--- config.mk ---
export PLATFORM = sky130hd
export DESIGN_NAME = pad_navigation_qualifier_repeat_top_flat
export DESIGN_NICKNAME = d
export VERILOG_FILES = /design/src/design/pnq_pkg.sv /design/src/design/pnq_if.sv /design/src/design/pnq_mul.sv /design/src/design/pnq_div.sv /design/src/design/pnq_nav.sv /design/src/design/pad_navigation_qualifier_repeat_top.sv /design/src/flat_wrapper.sv
export SDC_FILE = /design/constraint.sdc
export NUM_CORES = 2
export LEC_CHECK = 0
export ABC_AREA = 1
export BUFFER_PORTS_ARGS = -buffer_cell sky130_fd_sc_hd__buf_4
export CAP_MARGIN = 10
export CORE_MARGIN = 4
export CORE_UTILIZATION = 30
export CTS_CLUSTER_DIAMETER = 150
export DETAILED_ROUTE_END_ITERATION = 8
export GPL_ROUTABILITY_DRIVEN = 0
export PLACE_DENSITY = 0.44
export SYNTH_ARGS = -nofsm -noshare
export SYNTH_HDL_FRONTEND = slang
export SYNTH_SLANG_ARGS = --single-unit
--- constraint.sdc ---
create_clock -name clk -period 9.8 [get_ports clk]
set_clock_uncertainty 0.15 [all_clocks]
set_input_delay 1.47 -clock clk [delete_from_list [all_inputs] [get_ports clk]]
set_output_delay 1.47 -clock clk [all_outputs]
set_load 0.02 [all_outputs]
--- src/design/pnq_pkg.sv ---
package pnq_pkg;

  localparam int CFG_IDX_W = 3;

  typedef enum logic [CFG_IDX_W-1:0] {
    CFG_NAV_DEADZONE    = 3'd0,
    CFG_NAV_RELEASE     = 3'd1,
    CFG_SCROLL_DEADZONE = 3'd2,
    CFG_SCROLL_GAIN     = 3'd3,
    CFG_SCROLL_SPEED    = 3'd4,
    CFG_REPEAT_DELAY    = 3'd5,
    CFG_REPEAT_RATE     = 3'd6
  } cfg_idx_t;

  localparam logic [14:0] RST_NAV_DEADZONE    = 15'd16384;
  localparam logic [14:0] RST_NAV_RELEASE     = 15'd8192;
  localparam logic [14:0] RST_SCROLL_DEADZONE = 15'd4915;
  localparam logic [15:0] RST_SCROLL_GAIN     = 16'd4819;
  localparam logic [15:0] RST_SCROLL_SPEED    = 16'd1200;
  localparam logic [15:0] RST_REPEAT_DELAY    = 16'd400;
  localparam logic [15:0] RST_REPEAT_RATE     = 16'd100;

  // Direction codes, two-bit signed.
  localparam logic signed [1:0] DIR_NONE = 2'sb00;
  localparam logic signed [1:0] DIR_POS  = 2'sb01;
  localparam logic signed [1:0] DIR_NEG  = 2'sb11;

  // Scroll delta is (num >> 22 + HALF) / DEN, with DEN the milliseconds per second.
  localparam logic [10:0] DELTA_DEN  = 11'd1000;
  localparam logic [40:0] DELTA_HALF = 41'd500;
  localparam int          QUO_W      = 31;

  // Reciprocal of DEN scaled by 2^41, truncated. Multiplying the dividend's upper
  // 32 bits by it and keeping the upper product word gives the quotient or up to
  // two less.
  localparam logic [31:0] DIV_RCP       = 32'd2199023255;
  // Smallest rounded dividend whose quotient no longer fits in QUO_W bits.
  localparam logic [40:0] DELTA_SAT_NUM = 41'd2147483648000;

  typedef enum logic [3:0] {
    S_IDLE,
    S_TAPER_X,
    S_TAPER_Y,
    S_SQ_X,
    S_SQ_Y,
    S_SPEED,
    S_NUM_X,
    S_NUM_Y,
    S_RCP_X,
    S_RCP_Y,
    S_BACK_X,
    S_BACK_Y,
    S_DONE
  } state_t;

  typedef struct packed {
    logic               dpad_up;
    logic               dpad_down;
    logic               dpad_left;
    logic               dpad_right;
    logic               button_a;
    logic               button_b;
    logic signed [15:0] left_x;
    logic signed [15:0] left_y;
    logic signed [15:0] right_x;
    logic signed [15:0] right_y;
    logic [31:0]        now_ms;
    logic [15:0]        dt_ms;
  } sample_t;

  typedef struct packed {
    logic [14:0] start_thr;
    logic [14:0] keep_thr;
    logic [15:0] delay_ms;
    logic [15:0] rate_ms;
  } nav_cfg_t;

  typedef struct packed {
    logic signed [1:0] dir_x;
    logic signed [1:0] dir_y;
    logic              fire;
  } nav_res_t;

  // Magnitude of a Q1.15 value; -32768 maps to 32768.
  function automatic logic [15:0] mag16(input logic signed [15:0] v);
    logic [15:0] r;
    r = v[15] ? (~v + 16'd1) : v;
    return r;
  endfunction

endpackage

--- src/design/pnq_if.sv ---
interface pnq_in_if;
  logic               valid;
  logic               ready;
  logic               dpad_up;
  logic               dpad_down;
  logic               dpad_left;
  logic               dpad_right;
  logic               button_a;
  logic               button_b;
  logic signed [15:0] left_x;
  logic signed [15:0] left_y;
  logic signed [15:0] right_x;
  logic signed [15:0] right_y;
  logic [31:0]        now_ms;
  logic [15:0]        dt_ms;

  modport source (
    output valid, dpad_up, dpad_down, dpad_left, dpad_right, button_a, button_b,
           left_x, left_y, right_x, right_y, now_ms, dt_ms,
    input  ready
  );
  modport sink (
    input  valid, dpad_up, dpad_down, dpad_left, dpad_right, button_a, button_b,
           left_x, left_y, right_x, right_y, now_ms, dt_ms,
    output ready
  );
endinterface

interface pnq_out_if;
  logic               valid;
  logic               ready;
  logic signed [1:0]  dir_x;
  logic signed [1:0]  dir_y;
  logic               fire;
  logic               press;
  logic               back;
  logic signed [15:0] scroll_x;
  logic signed [15:0] scroll_y;
  logic signed [31:0] scroll_dx;
  logic signed [31:0] scroll_dy;

  modport source (
    output valid, dir_x, dir_y, fire, press, back, scroll_x, scroll_y, scroll_dx, scroll_dy,
    input  ready
  );
  modport sink (
    input  valid, dir_x, dir_y, fire, press, back, scroll_x, scroll_y, scroll_dx, scroll_dy,
    output ready
  );
endinterface

interface pnq_cfg_if;
  logic                            valid;
  logic                            ready;
  logic [pnq_pkg::CFG_IDX_W-1:0]   index;
  logic [15:0]                     data;

  modport source (output valid, index, data, input ready);
  modport sink (input valid, index, data, output ready);
endinterface

--- src/design/pnq_mul.sv ---
module pnq_mul (
  input  logic        clk,
  input  logic        en,
  input  logic [31:0] a,
  input  logic [31:0] b,
  output logic [63:0] p
);
  logic [63:0] p_r;

  always_ff @(posedge clk) begin
    if (en) begin
      p_r <= {32'd0, a} * {32'd0, b};
    end
  end

  assign p = p_r;
endmodule

--- src/design/pnq_div.sv ---
module pnq_div (
  input  logic [40:0]                x,
  input  logic [pnq_pkg::QUO_W-1:0]  q_est,
  input  logic [11:0]                prod_lo,
  output logic [pnq_pkg::QUO_W-1:0]  q
);
  import pnq_pkg::*;

  logic [11:0] rem;
  logic [1:0]  adj;
  logic        sat;

  // The reciprocal estimate is at most two below the true quotient, so the
  // remainder stays under 3000 and its low twelve bits are exact.
  assign rem = x[11:0] - prod_lo;
  assign sat = (x >= DELTA_SAT_NUM);

  always_comb begin
    priority if (rem >= {DELTA_DEN, 1'b0}) adj = 2'd2;
    else if (rem >= {1'b0, DELTA_DEN}) adj = 2'd1;
    else adj = 2'd0;
  end

  assign q = sat ? '1 : (q_est + QUO_W'(adj));
endmodule

--- src/design/pnq_nav.sv ---
module pnq_nav (
  input  logic               clk,
  input  logic               rst_n,
  input  logic               step,
  input  pnq_pkg::sample_t   smp,
  input  pnq_pkg::nav_cfg_t  cfg,
  output pnq_pkg::nav_res_t  res
);
  import pnq_pkg::*;

  logic signed [1:0] held_x_r, held_x_nxt;
  logic signed [1:0] held_y_r, held_y_nxt;
  logic              active_r, active_nxt;
  logic [31:0]       due_r, due_nxt;
  nav_res_t          res_r, res_nxt;

  logic [15:0]       ax, ay, reach;
  logic signed [1:0] dx, dy;
  logic              stick, have, same, due_ok;
  logic [14:0]       thr;
  logic [31:0]       elapsed;

  assign ax = mag16(smp.left_x);
  assign ay = mag16(smp.left_y);

  always_comb begin
    dx    = DIR_NONE;
    dy    = DIR_NONE;
    reach = '0;
    stick = 1'b0;
    if (smp.dpad_right != smp.dpad_left) begin
      dx = smp.dpad_right ? DIR_POS : DIR_NEG;
    end else if (smp.dpad_down != smp.dpad_up) begin
      dy = smp.dpad_down ? DIR_POS : DIR_NEG;
    end else begin
      stick = 1'b1;
      if (ax >= ay) begin
        dx    = (smp.left_x == 16'sd0) ? DIR_NONE : (smp.left_x[15] ? DIR_NEG : DIR_POS);
        reach = ax;
      end else begin
        dy    = smp.left_y[15] ? DIR_NEG : DIR_POS;
        reach = ay;
      end
    end
  end

  // The held direction only needs the lower release threshold.
  assign same    = active_r && (held_x_r == dx) && (held_y_r == dy);
  assign thr     = same ? cfg.keep_thr : cfg.start_thr;
  assign have    = stick ? (((dx != DIR_NONE) || (dy != DIR_NONE)) && (reach >= {1'b0, thr}))
                         : 1'b1;
  assign elapsed = smp.now_ms - due_r;
  assign due_ok  = !elapsed[31];

  always_comb begin
    held_x_nxt = held_x_r;
    held_y_nxt = held_y_r;
    active_nxt = active_r;
    due_nxt    = due_r;
    res_nxt    = res_r;
    if (step) begin
      res_nxt.dir_x = have ? dx : DIR_NONE;
      res_nxt.dir_y = have ? dy : DIR_NONE;
      res_nxt.fire  = 1'b0;
      if (!have) begin
        active_nxt = 1'b0;
      end else if (!same) begin
        active_nxt   = 1'b1;
        held_x_nxt   = dx;
        held_y_nxt   = dy;
        due_nxt      = smp.now_ms + {16'd0, cfg.delay_ms};
        res_nxt.fire = 1'b1;
      end else if (due_ok) begin
        due_nxt      = due_r + {16'd0, cfg.rate_ms};
        res_nxt.fire = 1'b1;
      end
    end
  end

  always_ff @(posedge clk) begin
    if (!rst_n) begin
      held_x_r <= DIR_NONE;
      held_y_r <= DIR_NONE;
      active_r <= 1'b0;
      due_r    <= '0;
      res_r    <= '0;
    end else begin
      held_x_r <= held_x_nxt;
      held_y_r <= held_y_nxt;
      active_r <= active_nxt;
      due_r    <= due_nxt;
      res_r    <= res_nxt;
    end
  end

  assign res = res_r;
endmodule

--- src/design/pad_navigation_qualifier_repeat_top.sv ---
// Gamepad navigation qualifier with typematic repeat and right-stick scroll.
// in_chan carries one gamepad sample per beat; out_chan returns exactly one
// result beat per sample. cfg_chan writes one register per beat (index 0..6,
// other indexes are dropped) and is always ready; write it only while idle.
// A sample is accepted only when the sequencer is idle, then it runs over a
// single shared 32x32 multiplier: seven products for the taper and the scroll
// numerators, then two per axis for the divide by 1000 (a reciprocal estimate
// and its back-multiply), with a small compare stage fixing the quotient.
// The result reaches out_chan through the output register loaded in the done
// state, and the next sample is taken only back in idle, so no sample is taken
// before the last one is through; the eleven multiplier passes set the length.
// The result sits in an output register, so the next sample is accepted even
// while out_chan is stalled; a finished result then waits until the register
// frees up. Reset is synchronous: the sequencer goes idle, the output register
// empties, the held direction and repeat schedule clear, and the registers
// return to their defaults.
module pad_navigation_qualifier_repeat_top (
  input  logic       clk,
  input  logic       rst_n,
  pnq_in_if.sink     in_chan,
  pnq_out_if.source  out_chan,
  pnq_cfg_if.sink    cfg_chan
);
  import pnq_pkg::*;

  // Configuration registers.
  logic [14:0] nav_dz_r, nav_rel_r, scr_dz_r;
  logic [15:0] scr_gain_r, scr_speed_r, rep_delay_r, rep_rate_r;

  state_t      state_r, state_nxt;
  sample_t     smp_r;

  logic [31:0] mul_a, mul_b;
  logic        mul_en;
  logic [63:0] mul_p;

  logic [40:0] div_x;
  logic [40:0] div_num;
  logic [QUO_W-1:0] div_est;
  logic [QUO_W-1:0] div_q;

  logic        nav_step;
  nav_cfg_t    nav_cfg;
  nav_res_t    nav_res;

  logic [15:0] mag_x, mag_y, diff_x, diff_y;
  logic        zero_x, zero_y;
  logic [32:0] t_round;
  logic [20:0] t_full;
  logic [14:0] t_sat;

  logic [14:0] tmag_x_r, tmag_y_r;
  logic [29:0] mx_r, my_r;
  logic [31:0] sd_r;
  logic [40:0] numx_r, numy_r;
  logic [QUO_W-1:0] qex_r, qey_r;
  logic [QUO_W-1:0] qx_r;

  logic        in_ready, load_out;
  logic        out_valid_r;
  logic signed [1:0]  o_dir_x_r, o_dir_y_r;
  logic               o_fire_r, o_press_r, o_back_r;
  logic signed [15:0] o_sx_r, o_sy_r;
  logic signed [31:0] o_dx_r, o_dy_r;

  // Configuration writes.
  assign cfg_chan.ready = 1'b1;

  always_ff @(posedge clk) begin
    if (!rst_n) begin
      nav_dz_r    <= RST_NAV_DEADZONE;
      nav_rel_r   <= RST_NAV_RELEASE;
      scr_dz_r    <= RST_SCROLL_DEADZONE;
      scr_gain_r  <= RST_SCROLL_GAIN;
      scr_speed_r <= RST_SCROLL_SPEED;
      rep_delay_r <= RST_REPEAT_DELAY;
      rep_rate_r  <= RST_REPEAT_RATE;
    end else if (cfg_chan.valid) begin
      unique case (cfg_idx_t'(cfg_chan.index))
        CFG_NAV_DEADZONE:    nav_dz_r    <= cfg_chan.data[14:0];
        CFG_NAV_RELEASE:     nav_rel_r   <= cfg_chan.data[14:0];
        CFG_SCROLL_DEADZONE: scr_dz_r    <= cfg_chan.data[14:0];
        CFG_SCROLL_GAIN:     scr_gain_r  <= cfg_chan.data;
        CFG_SCROLL_SPEED:    scr_speed_r <= cfg_chan.data;
        CFG_REPEAT_DELAY:    rep_delay_r <= cfg_chan.data;
        CFG_REPEAT_RATE:     rep_rate_r  <= cfg_chan.data;
        default: ;
      endcase
    end
  end

  // Shared units.
  pnq_mul u_mul (
    .clk (clk),
    .en  (mul_en),
    .a   (mul_a),
    .b   (mul_b),
    .p   (mul_p)
  );

  // The horizontal quotient is fixed up while the vertical back-multiply runs,
  // the vertical one while the result is loaded.
  assign div_num = (state_r == S_BACK_Y) ? numx_r : numy_r;
  assign div_est = (state_r == S_BACK_Y) ? qex_r : qey_r;

  pnq_div u_div (
    .x       (div_num),
    .q_est   (div_est),
    .prod_lo (mul_p[11:0]),
    .q       (div_q)
  );

  assign nav_cfg.start_thr = nav_dz_r;
  assign nav_cfg.keep_thr  = nav_rel_r;
  assign nav_cfg.delay_ms  = rep_delay_r;
  assign nav_cfg.rate_ms   = rep_rate_r;

  pnq_nav u_nav (
    .clk   (clk),
    .rst_n (rst_n),
    .step  (nav_step),
    .smp   (smp_r),
    .cfg   (nav_cfg),
    .res   (nav_res)
  );

  // Taper datapath around the shared multiplier.
  assign mag_x   = mag16(smp_r.right_x);
  assign mag_y   = mag16(smp_r.right_y);
  assign zero_x  = (mag_x <= {1'b0, scr_dz_r});
  assign zero_y  = (mag_y <= {1'b0, scr_dz_r});
  assign diff_x  = mag_x - {1'b0, scr_dz_r};
  assign diff_y  = mag_y - {1'b0, scr_dz_r};
  assign t_round = {1'b0, mul_p[31:0]} + 33'd2048;
  assign t_full  = t_round[32:12];
  assign t_sat   = (t_full > 21'd32767) ? 15'h7FFF : t_full[14:0];

  // The product register holds the scaled square; drop the Q fraction and round.
  assign div_x   = {1'b0, mul_p[61:22]} + DELTA_HALF;

  // Next state.
  always_comb begin
    state_nxt = state_r;
    unique case (state_r)
      S_IDLE:    if (in_chan.valid) state_nxt = S_TAPER_X;
      S_TAPER_X: state_nxt = S_TAPER_Y;
      S_TAPER_Y: state_nxt = S_SQ_X;
      S_SQ_X:    state_nxt = S_SQ_Y;
      S_SQ_Y:    state_nxt = S_SPEED;
      S_SPEED:   state_nxt = S_NUM_X;
      S_NUM_X:   state_nxt = S_NUM_Y;
      S_NUM_Y:   state_nxt = S_RCP_X;
      S_RCP_X:   state_nxt = S_RCP_Y;
      S_RCP_Y:   state_nxt = S_BACK_X;
      S_BACK_X:  state_nxt = S_BACK_Y;
      S_BACK_Y:  state_nxt = S_DONE;
      S_DONE:    if (!out_valid_r || out_chan.ready) state_nxt = S_IDLE;
      default:   state_nxt = S_IDLE;
    endcase
  end

  // Sequencer outputs.
  always_comb begin
    mul_a     = '0;
    mul_b     = '0;
    mul_en    = 1'b0;
    nav_step  = 1'b0;
    in_ready  = 1'b0;
    load_out  = 1'b0;
    unique case (state_r)
      S_IDLE:    in_ready = 1'b1;
      S_TAPER_X: begin
        mul_a    = {16'd0, diff_x};
        mul_b    = {16'd0, scr_gain_r};
        mul_en   = 1'b1;
        nav_step = 1'b1;
      end
      S_TAPER_Y: begin
        mul_a  = {16'd0, diff_y};
        mul_b  = {16'd0, scr_gain_r};
        mul_en = 1'b1;
      end
      S_SQ_X: begin
        mul_a  = {17'd0, tmag_x_r};
        mul_b  = {17'd0, tmag_x_r};
        mul_en = 1'b1;
      end
      S_SQ_Y: begin
        mul_a  = {17'd0, tmag_y_r};
        mul_b  = {17'd0, tmag_y_r};
        mul_en = 1'b1;
      end
      S_SPEED: begin
        mul_a  = {16'd0, scr_speed_r};
        mul_b  = {16'd0, smp_r.dt_ms};
        mul_en = 1'b1;
      end
      S_NUM_X: begin
        mul_a  = {2'd0, mx_r};
        mul_b  = mul_p[31:0];
        mul_en = 1'b1;
      end
      S_NUM_Y: begin
        mul_a  = {2'd0, my_r};
        mul_b  = sd_r;
        mul_en = 1'b1;
      end
      S_RCP_X: begin
        mul_a  = numx_r[40:9];
        mul_b  = DIV_RCP;
        mul_en = 1'b1;
      end
      S_RCP_Y: begin
        mul_a  = numy_r[40:9];
        mul_b  = DIV_RCP;
        mul_en = 1'b1;
      end
      S_BACK_X: begin
        mul_a  = {1'b0, qex_r};
        mul_b  = {21'd0, DELTA_DEN};
        mul_en = 1'b1;
      end
      S_BACK_Y: begin
        mul_a  = {1'b0, qey_r};
        mul_b  = {21'd0, DELTA_DEN};
        mul_en = 1'b1;
      end
      S_DONE:    load_out = !out_valid_r || out_chan.ready;
      default:   ;
    endcase
  end

  always_ff @(posedge clk) begin
    if (!rst_n) begin
      state_r <= S_IDLE;
    end else begin
      state_r <= state_nxt;
    end
  end

  // Datapath registers.
  always_ff @(posedge clk) begin
    if (in_ready && in_chan.valid) begin
      smp_r.dpad_up    <= in_chan.dpad_up;
      smp_r.dpad_down  <= in_chan.dpad_down;
      smp_r.dpad_left  <= in_chan.dpad_left;
      smp_r.dpad_right <= in_chan.dpad_right;
      smp_r.button_a   <= in_chan.button_a;
      smp_r.button_b   <= in_chan.button_b;
      smp_r.left_x     <= in_chan.left_x;
      smp_r.left_y     <= in_chan.left_y;
      smp_r.right_x    <= in_chan.right_x;
      smp_r.right_y    <= in_chan.right_y;
      smp_r.now_ms     <= in_chan.now_ms;
      smp_r.dt_ms      <= in_chan.dt_ms;
    end
    if (state_r == S_TAPER_Y) tmag_x_r <= zero_x ? 15'd0 : t_sat;
    if (state_r == S_SQ_X)    tmag_y_r <= zero_y ? 15'd0 : t_sat;
    if (state_r == S_SQ_Y)    mx_r     <= mul_p[29:0];
    if (state_r == S_SPEED)   my_r     <= mul_p[29:0];
    if (state_r == S_NUM_X)   sd_r     <= mul_p[31:0];
    if (state_r == S_NUM_Y)   numx_r   <= div_x;
    if (state_r == S_RCP_X)   numy_r   <= div_x;
    if (state_r == S_RCP_Y)   qex_r    <= mul_p[62:32];
    if (state_r == S_BACK_X)  qey_r    <= mul_p[62:32];
    if (state_r == S_BACK_Y)  qx_r     <= div_q;
  end

  // Output register.
  always_ff @(posedge clk) begin
    if (!rst_n) begin
      out_valid_r <= 1'b0;
    end else if (load_out) begin
      out_valid_r <= 1'b1;
    end else if (out_chan.ready) begin
      out_valid_r <= 1'b0;
    end
  end

  always_ff @(posedge clk) begin
    if (load_out) begin
      o_dir_x_r <= nav_res.dir_x;
      o_dir_y_r <= nav_res.dir_y;
      o_fire_r  <= nav_res.fire;
      o_press_r <= smp_r.button_a;
      o_back_r  <= smp_r.button_b;
      o_sx_r    <= smp_r.right_x[15] ? (16'sd0 - $signed({1'b0, tmag_x_r}))
                                     : $signed({1'b0, tmag_x_r});
      o_sy_r    <= smp_r.right_y[15] ? (16'sd0 - $signed({1'b0, tmag_y_r}))
                                     : $signed({1'b0, tmag_y_r});
      o_dx_r    <= smp_r.right_x[15] ? (32'sd0 - $signed({1'b0, qx_r}))
                                     : $signed({1'b0, qx_r});
      o_dy_r    <= smp_r.right_y[15] ? (32'sd0 - $signed({1'b0, div_q}))
                                     : $signed({1'b0, div_q});
    end
  end

  assign in_chan.ready      = in_ready;
  assign out_chan.valid     = out_valid_r;
  assign out_chan.dir_x     = o_dir_x_r;
  assign out_chan.dir_y     = o_dir_y_r;
  assign out_chan.fire      = o_fire_r;
  assign out_chan.press     = o_press_r;
  assign out_chan.back      = o_back_r;
  assign out_chan.scroll_x  = o_sx_r;
  assign out_chan.scroll_y  = o_sy_r;
  assign out_chan.scroll_dx = o_dx_r;
  assign out_chan.scroll_dy = o_dy_r;

`ifndef ASSERT_OFF
  a_out_hold: assert property (@(posedge clk) disable iff (!rst_n)
    (out_valid_r && !out_chan.ready) |=> (out_valid_r && $stable(o_dx_r) && $stable(o_dy_r)))
    else $error("result beat changed while stalled");

  a_fire_has_dir: assert property (@(posedge clk) disable iff (!rst_n)
    out_valid_r |-> (!o_fire_r || o_dir_x_r != DIR_NONE || o_dir_y_r != DIR_NONE))
    else $error("navigation step fired with no direction");

  a_single_axis: assert property (@(posedge clk) disable iff (!rst_n)
    out_valid_r |-> (o_dir_x_r == DIR_NONE || o_dir_y_r == DIR_NONE))
    else $error("direction on both axes at once");

  a_scroll_range: assert property (@(posedge clk) disable iff (!rst_n)
    out_valid_r |-> (o_sx_r != 16'sh8000 && o_sy_r != 16'sh8000))
    else $error("tapered scroll axis out of range");
`endif
endmodule
--- src/flat_wrapper.sv ---
// flat-port wrapper written by rule: the top's interface ports become plain ports
module pad_navigation_qualifier_repeat_top_flat import pnq_pkg::*;
  (clk, rst_n, in_chan_valid, in_chan_dpad_up, in_chan_dpad_down, in_chan_dpad_left, in_chan_dpad_right, in_chan_button_a, in_chan_button_b, in_chan_left_x, in_chan_left_y, in_chan_right_x, in_chan_right_y, in_chan_now_ms, in_chan_dt_ms, in_chan_ready, out_chan_valid, out_chan_dir_x, out_chan_dir_y, out_chan_fire, out_chan_press, out_chan_back, out_chan_scroll_x, out_chan_scroll_y, out_chan_scroll_dx, out_chan_scroll_dy, out_chan_ready, cfg_chan_valid, cfg_chan_index, cfg_chan_data, cfg_chan_ready);
  pnq_in_if in_chan_i ();
  pnq_out_if out_chan_i ();
  pnq_cfg_if cfg_chan_i ();
  input  logic clk;
  input  logic rst_n;
  input wire logic [$bits(in_chan_i.valid)-1:0] in_chan_valid;
  input wire logic [$bits(in_chan_i.dpad_up)-1:0] in_chan_dpad_up;
  input wire logic [$bits(in_chan_i.dpad_down)-1:0] in_chan_dpad_down;
  input wire logic [$bits(in_chan_i.dpad_left)-1:0] in_chan_dpad_left;
  input wire logic [$bits(in_chan_i.dpad_right)-1:0] in_chan_dpad_right;
  input wire logic [$bits(in_chan_i.button_a)-1:0] in_chan_button_a;
  input wire logic [$bits(in_chan_i.button_b)-1:0] in_chan_button_b;
  input wire logic [$bits(in_chan_i.left_x)-1:0] in_chan_left_x;
  input wire logic [$bits(in_chan_i.left_y)-1:0] in_chan_left_y;
  input wire logic [$bits(in_chan_i.right_x)-1:0] in_chan_right_x;
  input wire logic [$bits(in_chan_i.right_y)-1:0] in_chan_right_y;
  input wire logic [$bits(in_chan_i.now_ms)-1:0] in_chan_now_ms;
  input wire logic [$bits(in_chan_i.dt_ms)-1:0] in_chan_dt_ms;
  output wire logic [$bits(in_chan_i.ready)-1:0] in_chan_ready;
  output wire logic [$bits(out_chan_i.valid)-1:0] out_chan_valid;
  output wire logic [$bits(out_chan_i.dir_x)-1:0] out_chan_dir_x;
  output wire logic [$bits(out_chan_i.dir_y)-1:0] out_chan_dir_y;
  output wire logic [$bits(out_chan_i.fire)-1:0] out_chan_fire;
  output wire logic [$bits(out_chan_i.press)-1:0] out_chan_press;
  output wire logic [$bits(out_chan_i.back)-1:0] out_chan_back;
  output wire logic [$bits(out_chan_i.scroll_x)-1:0] out_chan_scroll_x;
  output wire logic [$bits(out_chan_i.scroll_y)-1:0] out_chan_scroll_y;
  output wire logic [$bits(out_chan_i.scroll_dx)-1:0] out_chan_scroll_dx;
  output wire logic [$bits(out_chan_i.scroll_dy)-1:0] out_chan_scroll_dy;
  input wire logic [$bits(out_chan_i.ready)-1:0] out_chan_ready;
  input wire logic [$bits(cfg_chan_i.valid)-1:0] cfg_chan_valid;
  input wire logic [$bits(cfg_chan_i.index)-1:0] cfg_chan_index;
  input wire logic [$bits(cfg_chan_i.data)-1:0] cfg_chan_data;
  output wire logic [$bits(cfg_chan_i.ready)-1:0] cfg_chan_ready;
  assign in_chan_i.valid = in_chan_valid;
  assign in_chan_i.dpad_up = in_chan_dpad_up;
  assign in_chan_i.dpad_down = in_chan_dpad_down;
  assign in_chan_i.dpad_left = in_chan_dpad_left;
  assign in_chan_i.dpad_right = in_chan_dpad_right;
  assign in_chan_i.button_a = in_chan_button_a;
  assign in_chan_i.button_b = in_chan_button_b;
  assign in_chan_i.left_x = in_chan_left_x;
  assign in_chan_i.left_y = in_chan_left_y;
  assign in_chan_i.right_x = in_chan_right_x;
  assign in_chan_i.right_y = in_chan_right_y;
  assign in_chan_i.now_ms = in_chan_now_ms;
  assign in_chan_i.dt_ms = in_chan_dt_ms;
  assign in_chan_ready = in_chan_i.ready;
  assign out_chan_valid = out_chan_i.valid;
  assign out_chan_dir_x = out_chan_i.dir_x;
  assign out_chan_dir_y = out_chan_i.dir_y;
  assign out_chan_fire = out_chan_i.fire;
  assign out_chan_press = out_chan_i.press;
  assign out_chan_back = out_chan_i.back;
  assign out_chan_scroll_x = out_chan_i.scroll_x;
  assign out_chan_scroll_y = out_chan_i.scroll_y;
  assign out_chan_scroll_dx = out_chan_i.scroll_dx;
  assign out_chan_scroll_dy = out_chan_i.scroll_dy;
  assign out_chan_i.ready = out_chan_ready;
  assign cfg_chan_i.valid = cfg_chan_valid;
  assign cfg_chan_i.index = cfg_chan_index;
  assign cfg_chan_i.data = cfg_chan_data;
  assign cfg_chan_ready = cfg_chan_i.ready;
  pad_navigation_qualifier_repeat_top u_core (.clk(clk), .rst_n(rst_n), .in_chan(in_chan_i), .out_chan(out_chan_i), .cfg_chan(cfg_chan_i));
endmodule
---- After elaboration in Yosys (flattened, before gate mapping) ----
Cells that the tools add are included.
storage, ports and cells
  logic and storage cells ................. 189
  register bits after elaboration ......... 737
operators by class
  reductions and logical operators ........ 28
  $mul .................................... 1
  mux-type cells .......................... 52
  add/subtract/negate cells ............... 17
  bitwise gates (word level) .............. 5
  order comparisons ....................... 8
  eq/ne operators ......................... 26
operators with widths
  cell                                                   number
  case mux 32 bit (11 select lines)                      1
  case mux 32 bit (8 select lines)                       1
  2-to-1 mux 31 bit                                      4
  2-to-1 mux 16 bit                                      7
  adder 16 x 1 -> 16 bit (second input constant)         4
  adder 32 x 16 -> 32 bit                                2
  2-to-1 mux 32 bit                                      2
  NOT 16 bit                                             4
  subtractor 1 x 31 -> 32 bit (first input constant)     2
  multiplier 32 x 32 -> 63 bit                           1
  2-to-1 mux 15 bit                                      4
  case mux 4 bit (13 select lines)                       1
  adder 40 x 9 -> 41 bit (second input constant)         1
  >= comparator 41 bit (second input constant)           1
  2-to-1 mux 41 bit                                      1
  adder 32 x 12 -> 33 bit (second input constant)        1
  <= comparator 16 x 15 -> 1 bit                         2
  subtractor 1 x 15 -> 16 bit (first input constant)     2
  subtractor 16 x 15 -> 16 bit                           2
  subtractor 32 bit                                      1
  adder 31 x 2 -> 31 bit                                 1
  2-to-1 mux 2 bit                                       14
  > comparator 21 x 15 -> 1 bit (second input constant)  1
  == test 4 bit (second input constant)                  5
  other kinds (29)                                       72

---- Depth between registers and ports, before layout ----
  word-level depth ........................ 16
  depth in mapped cells ................... 53
  gate-level depth less buffers ........... 51

---- Modules after synthesis ----
Synthesis repeated with hierarchy kept, for this count alone.
unflattened totals
  cell total of the unflattened synthesis .. 9,605
  area, all modules ....................... 76,490.9 µm²
by module, submodules not included
  module                               area each (µm²)  sequential area each (µm²)  times used  cells each
  pnq_mul                              38,061.5         1,921.8                     1           5,028
  pad_navigation_qualifier_repeat_top  29,434.5         17,837.1                    1           3,000
  pnq_nav                              7,135.6          840.8                       1           1,199
  pnq_div                              1,859.3          0.0                         1           378

---- Worst setup path before layout ----
OpenSTA, ideal clock, no wires.
  kind .................................... input -> register
  start ................................... input port in_chan_valid
  end ..................................... register u_core.smp_r[0] (netlist bit), enable pin
  data arrival time ....................... 9,512 ps
  setup slack ............................. -602 ps
  cell stages on the path ................. 2
  cell sequence ........................... inv_1 nor3_1
between the ends
  cells in the longest elaborated chain, start to end .. 1
ends and longest elaborated chain
  item                line                                        text
  start: declaration  flat_wrapper.sv:9                           input wire logic [$bits(in_chan_i.valid)-1:0] in_chan_valid;
  logical AND 1 bit   pad_navigation_qualifier_repeat_top.sv:243  if (in_ready && in_chan.valid) begin
  end: declaration    pad_navigation_qualifier_repeat_top.sv:31   sample_t smp_r;
No other way between the ends.
A chain may end at the register's enable or synchronous reset.

---- Final worst setup path ----
  start ................................... register u_core.smp_r[64] (netlist bit)
  end ..................................... register u_core.u_mul.p_r[52], in the netlist u_core.u_mul.p[52], data pin
between the ends
  cells in the longest elaborated chain, start to end .. 6
ends and longest elaborated chain
  item                                   line                                        text
  NOT 16 bit                             pnq_pkg.sv:87                               r = v[15] ? (~v + 16'd1) : v;
  adder 16 x 1 -> 16 bit                 pnq_pkg.sv:87
  2-to-1 mux 16 bit (*)                  pnq_pkg.sv:87
  subtractor 16 x 15 -> 16 bit (*)       pad_navigation_qualifier_repeat_top.sv:132  assign diff_x = mag_x - {1'b0, scr_dz_r};
  case mux 32 bit (11 select lines) (*)  pad_navigation_qualifier_repeat_top.sv:170  unique case (state_r)
  multiplier 32 x 32 -> 63 bit (*)       pnq_mul.sv:12                               p_r <= {32'd0, a} * {32'd0, b};
  end signal: assignment                 pnq_mul.sv:12
  end: declaration                       pnq_mul.sv:8                                logic [63:0] p_r;
Every way passes the cells marked *; elsewhere a longest branch is shown, timed or not.

==> reports/metrics.yaml <==
antenna_found_initial: 12
peakVddDrop_uv: 123
holdPathEnd: "u_core.out_chan.fire"
drv_cap: 0
synth-seq-cells: 737
p_per_area_mw_per_mm2: 119
hold_depth: 0
die-area_sq_mm: 0.249
viasPerCell: 4.71
root_buffer: "clkbuf_16"
timing.rr.start: "u_core.smp_r[64]"
cts_sinks: 737
p_leak_nw: 43.0
crit_slowest_cell: "fa_2"
worstPathArrival_ns: 10.22
period_needed_ns: 9.90
core_area_sq_mm: 0.239
violations: "negative setup slack"
cts_buffer_depth: 3
worstRegToRegCells: 48
vias: 58800
yosysSeqAreaShare_pct: 28.5
fin_cells: 12500
yosysTopAreaCell: "fa_1"
finalHoldViolCount: 0
status: "complete, but fails checks"
num_rows: 179
io_buffers: 246
fin_area_sq_mm: 0.0886
synthTopCellsByCount: "1913 x inv_1, 1867 x nand2_1, 901 x fa_1"
cp.required_ns: 10.12
async_flop_share_pct: 0
grt_max_degree: 81
regToRegSetupSlack_ns: -0.1
synth_cells: 8456
setup_viol: 3
synth_top_area_share_pct: 25.0
critPathMostFrequentCell: "fa_1"
post-route-period-util_pct: 101
finalWorstSetupSlack_ns: -0.0982
drt_wl_total_mm: 256
numCtsBuffers: 82
cts_tree: "built"
syn-cell-area_sq_mm: 0.0723
rsz0062_at_grt: "yes"
grt_pass1_vias: 60300
p_total_mw: 10.6
start_util_pct: 30.3
min-delay-path-class: "register to register"
grt_pass1_wl_mm: 384
synth.most_common_cell: "inv_1"
syn2layout_area_growth_pct: 22.6
drt_iter0_drc: 4080
r2r_end: "u_core.u_mul.p[52]"
dpl.hpwl_mm: 211
finalMaxSlewViolations: 0
worstPathMaxFanout: 4
slowest_delay_ns: 0.59
synth.avg_cell_area_sq_um: 8.55
clk_latency_ns: 0.73
cts_hold_buf: 0
cts.clk_slew.worst_paths_ns: 0.06
startpoint_type: "register"
wire_per_inst_um: 20.5
die_w_um: 499
layout-drive-gt1-share_pct: 18.0
hold_start: "u_core.u_nav.res[0]"
htreeDepth: 3
fin_nets: 10700
dp_cells: 12300
drc: 0
fmax_ghz: 0.101
placed_area_sq_mm: 0.0829
grt_use_total_pct: 20.3
gr-total-overflow: 0
crit_type: "register to register"
die_h_um: 499
end_kind: "register"
firstDrtPassIters: 8
yosysWarnings: 0
drtAntennaViolNets: 0
synth_edf_count: 581
ys_types: 64
synthTopCellsByArea: "fa_1 25%, edfxtp_1 24%, inv_1 9.9%"
relSlewSlack_pct: 20.9
io_pins: 248
synth_flop_cell: "edfxtp_1"
tightest_slew_ns: 1.18
-- worst max-delay path by stage --
stage | from | endpoint | slack [ns] | cells past startpoint
after floorplan | u_core.smp_r[79] | u_core.u_mul.p[57] | 0.06 | 49
after global placement | u_core.smp_r[64] | u_core.u_mul.p[57] | -0.91 | 49
after detailed placement | u_core.smp_r[64] | u_core.u_mul.p[57] | -0.89 | 48
after CTS | u_core.smp_r[64] | u_core.u_mul.p[60] | -0.17 | 50
after global routing | u_core.smp_r[64] | u_core.u_mul.p[60] | -0.46 | 49
final | u_core.smp_r[64] | u_core.u_mul.p[52] | -0.1 | 48
-- cell usage in the layout, fill, tap and decap left out, drive strengths merged, types with 4 or more instances in the layout --
cell type	Yosys	layout
inv	1931	1937
nand2	1893	1893
buf	42	971
fa	901	901
nor2	667	667
edfxtp	581	581
ha	403	403
o21ai	343	343
a21oi	278	278
nand3	207	207
xor2	205	205
dfxtp	156	156
clkbuf	252	101
nor3	89	89
xnor2	88	88
nand4	82	82
a31oi	44	44
clkinv	9	41
o22ai	38	38
conb	2	31
nor4	30	30
a221oi	25	25
nand3b	22	22
o211ai	21	21
or2	21	21
mux2i	16	16
o2111ai	16	16
a211oi	15	15
a22o	14	14
a2111oi	9	9
o21a	9	9
o31ai	9	9
a21o	7	7
clkinvlp	0	7
o21bai	7	7
bufinv	0	6
and3	4	4
-- registers in the layout (all words and copies together) (netlist names), 31 cells and up --
register                   count
u_core.qx_r                   31
u_core.u_nav.due_r            32
u_core.out_chan.scroll_dx     32
u_core.sd_r                   32
u_core.numx_r                 41
u_core.u_mul.p                63
u_core.numy_r                 41
u_core.qey_r                  31
u_core.out_chan.scroll_dy     32
u_core.qex_r                  31
u_core.smp_r                 118
-- cell families (layout without fill, tap and decap cells) --
group           after synthesis  in the layout  share of synthesized area (%)
flops                       737            737                           28.5
mux                          16             16                          0.222
buf+inv                    2234           3063                           11.7
xor+xnor                    293            293                           3.57
compound gates              847            847                           6.80
simple gates               3023           3023                           17.3
fa+ha+maj                  1304           1304                           31.9
other cells                   2             34                         0.0104
-- metal layers --
metal  vias to the layer above  track usage [%]  wire length (um)
li1                      27600                -                 -
met1                     29500             29.1            120000
met2                      1491             33.0            117000
met3                       244             1.91             12400
met4                         4             5.16              6860
met5                         -                0                25
-- timing repair --
item,4_1_cts,5_1_grt
resized for setup,190,438
pin swaps,46,193
buffers inserted,26,49
cloned,1,1
hold endpoints to repair,0,0
endpoints found under the setup margin,42,44
-- report_power, final --
part	total [mW]	switching [mW]	internal, mW	leakage, nW
Combinational	3.54	2.16	1.38	35.0
Sequential	3.88	0.228	3.65	6.61
Clock	3.15	1.41	1.74	1.30
Total	10.6	3.80	6.77	43.0
-- final cells by class --
| cell class | instances | area [sq um] |
|---|---|---|
| fill | 24600 | 150000 |
| multi-input combinational | 5514 | 45800 |
| sequential | 737 | 20600 |
| timing repair buffer | 974 | 8320 |
| inverter | 1940 | 7290 |
| tap | 3167 | 3960 |
| clock buffer | 98 | 2120 |
| clock inverter | 51 | 594 |
| antenna | 3 | 7.51 |
-- through the flow --
step           hold slack (ns)  setup slack [ns]  utilization (%)  setup TNS, ns
2_1_floorplan            0.250            0.0642                -              0
3_3_place_gp             0.256            -0.909             34.7         -22.61
3_5_place_dp             0.270            -0.895             34.7         -20.91
4_1_cts                  0.285            -0.175             36.3          -1.80
5_1_grt                  0.291            -0.455             37.1          -9.47
6_report                 0.284           -0.0982             37.1         -0.247
-- critical path: cells and delay by family, from the launching register on --
| family | cells | cell delay (ns) |
|---|---|---|
| compound gates | 7 | 0.88 |
| xor+xnor | 2 | 0.28 |
| fa+ha+maj | 10 | 4.78 |
| buf+inv | 14 | 1.47 |
| flops | 1 | 0.43 |
| simple gates | 15 | 1.63 |
No activity file was read; power rests on OpenSTA's default activity.
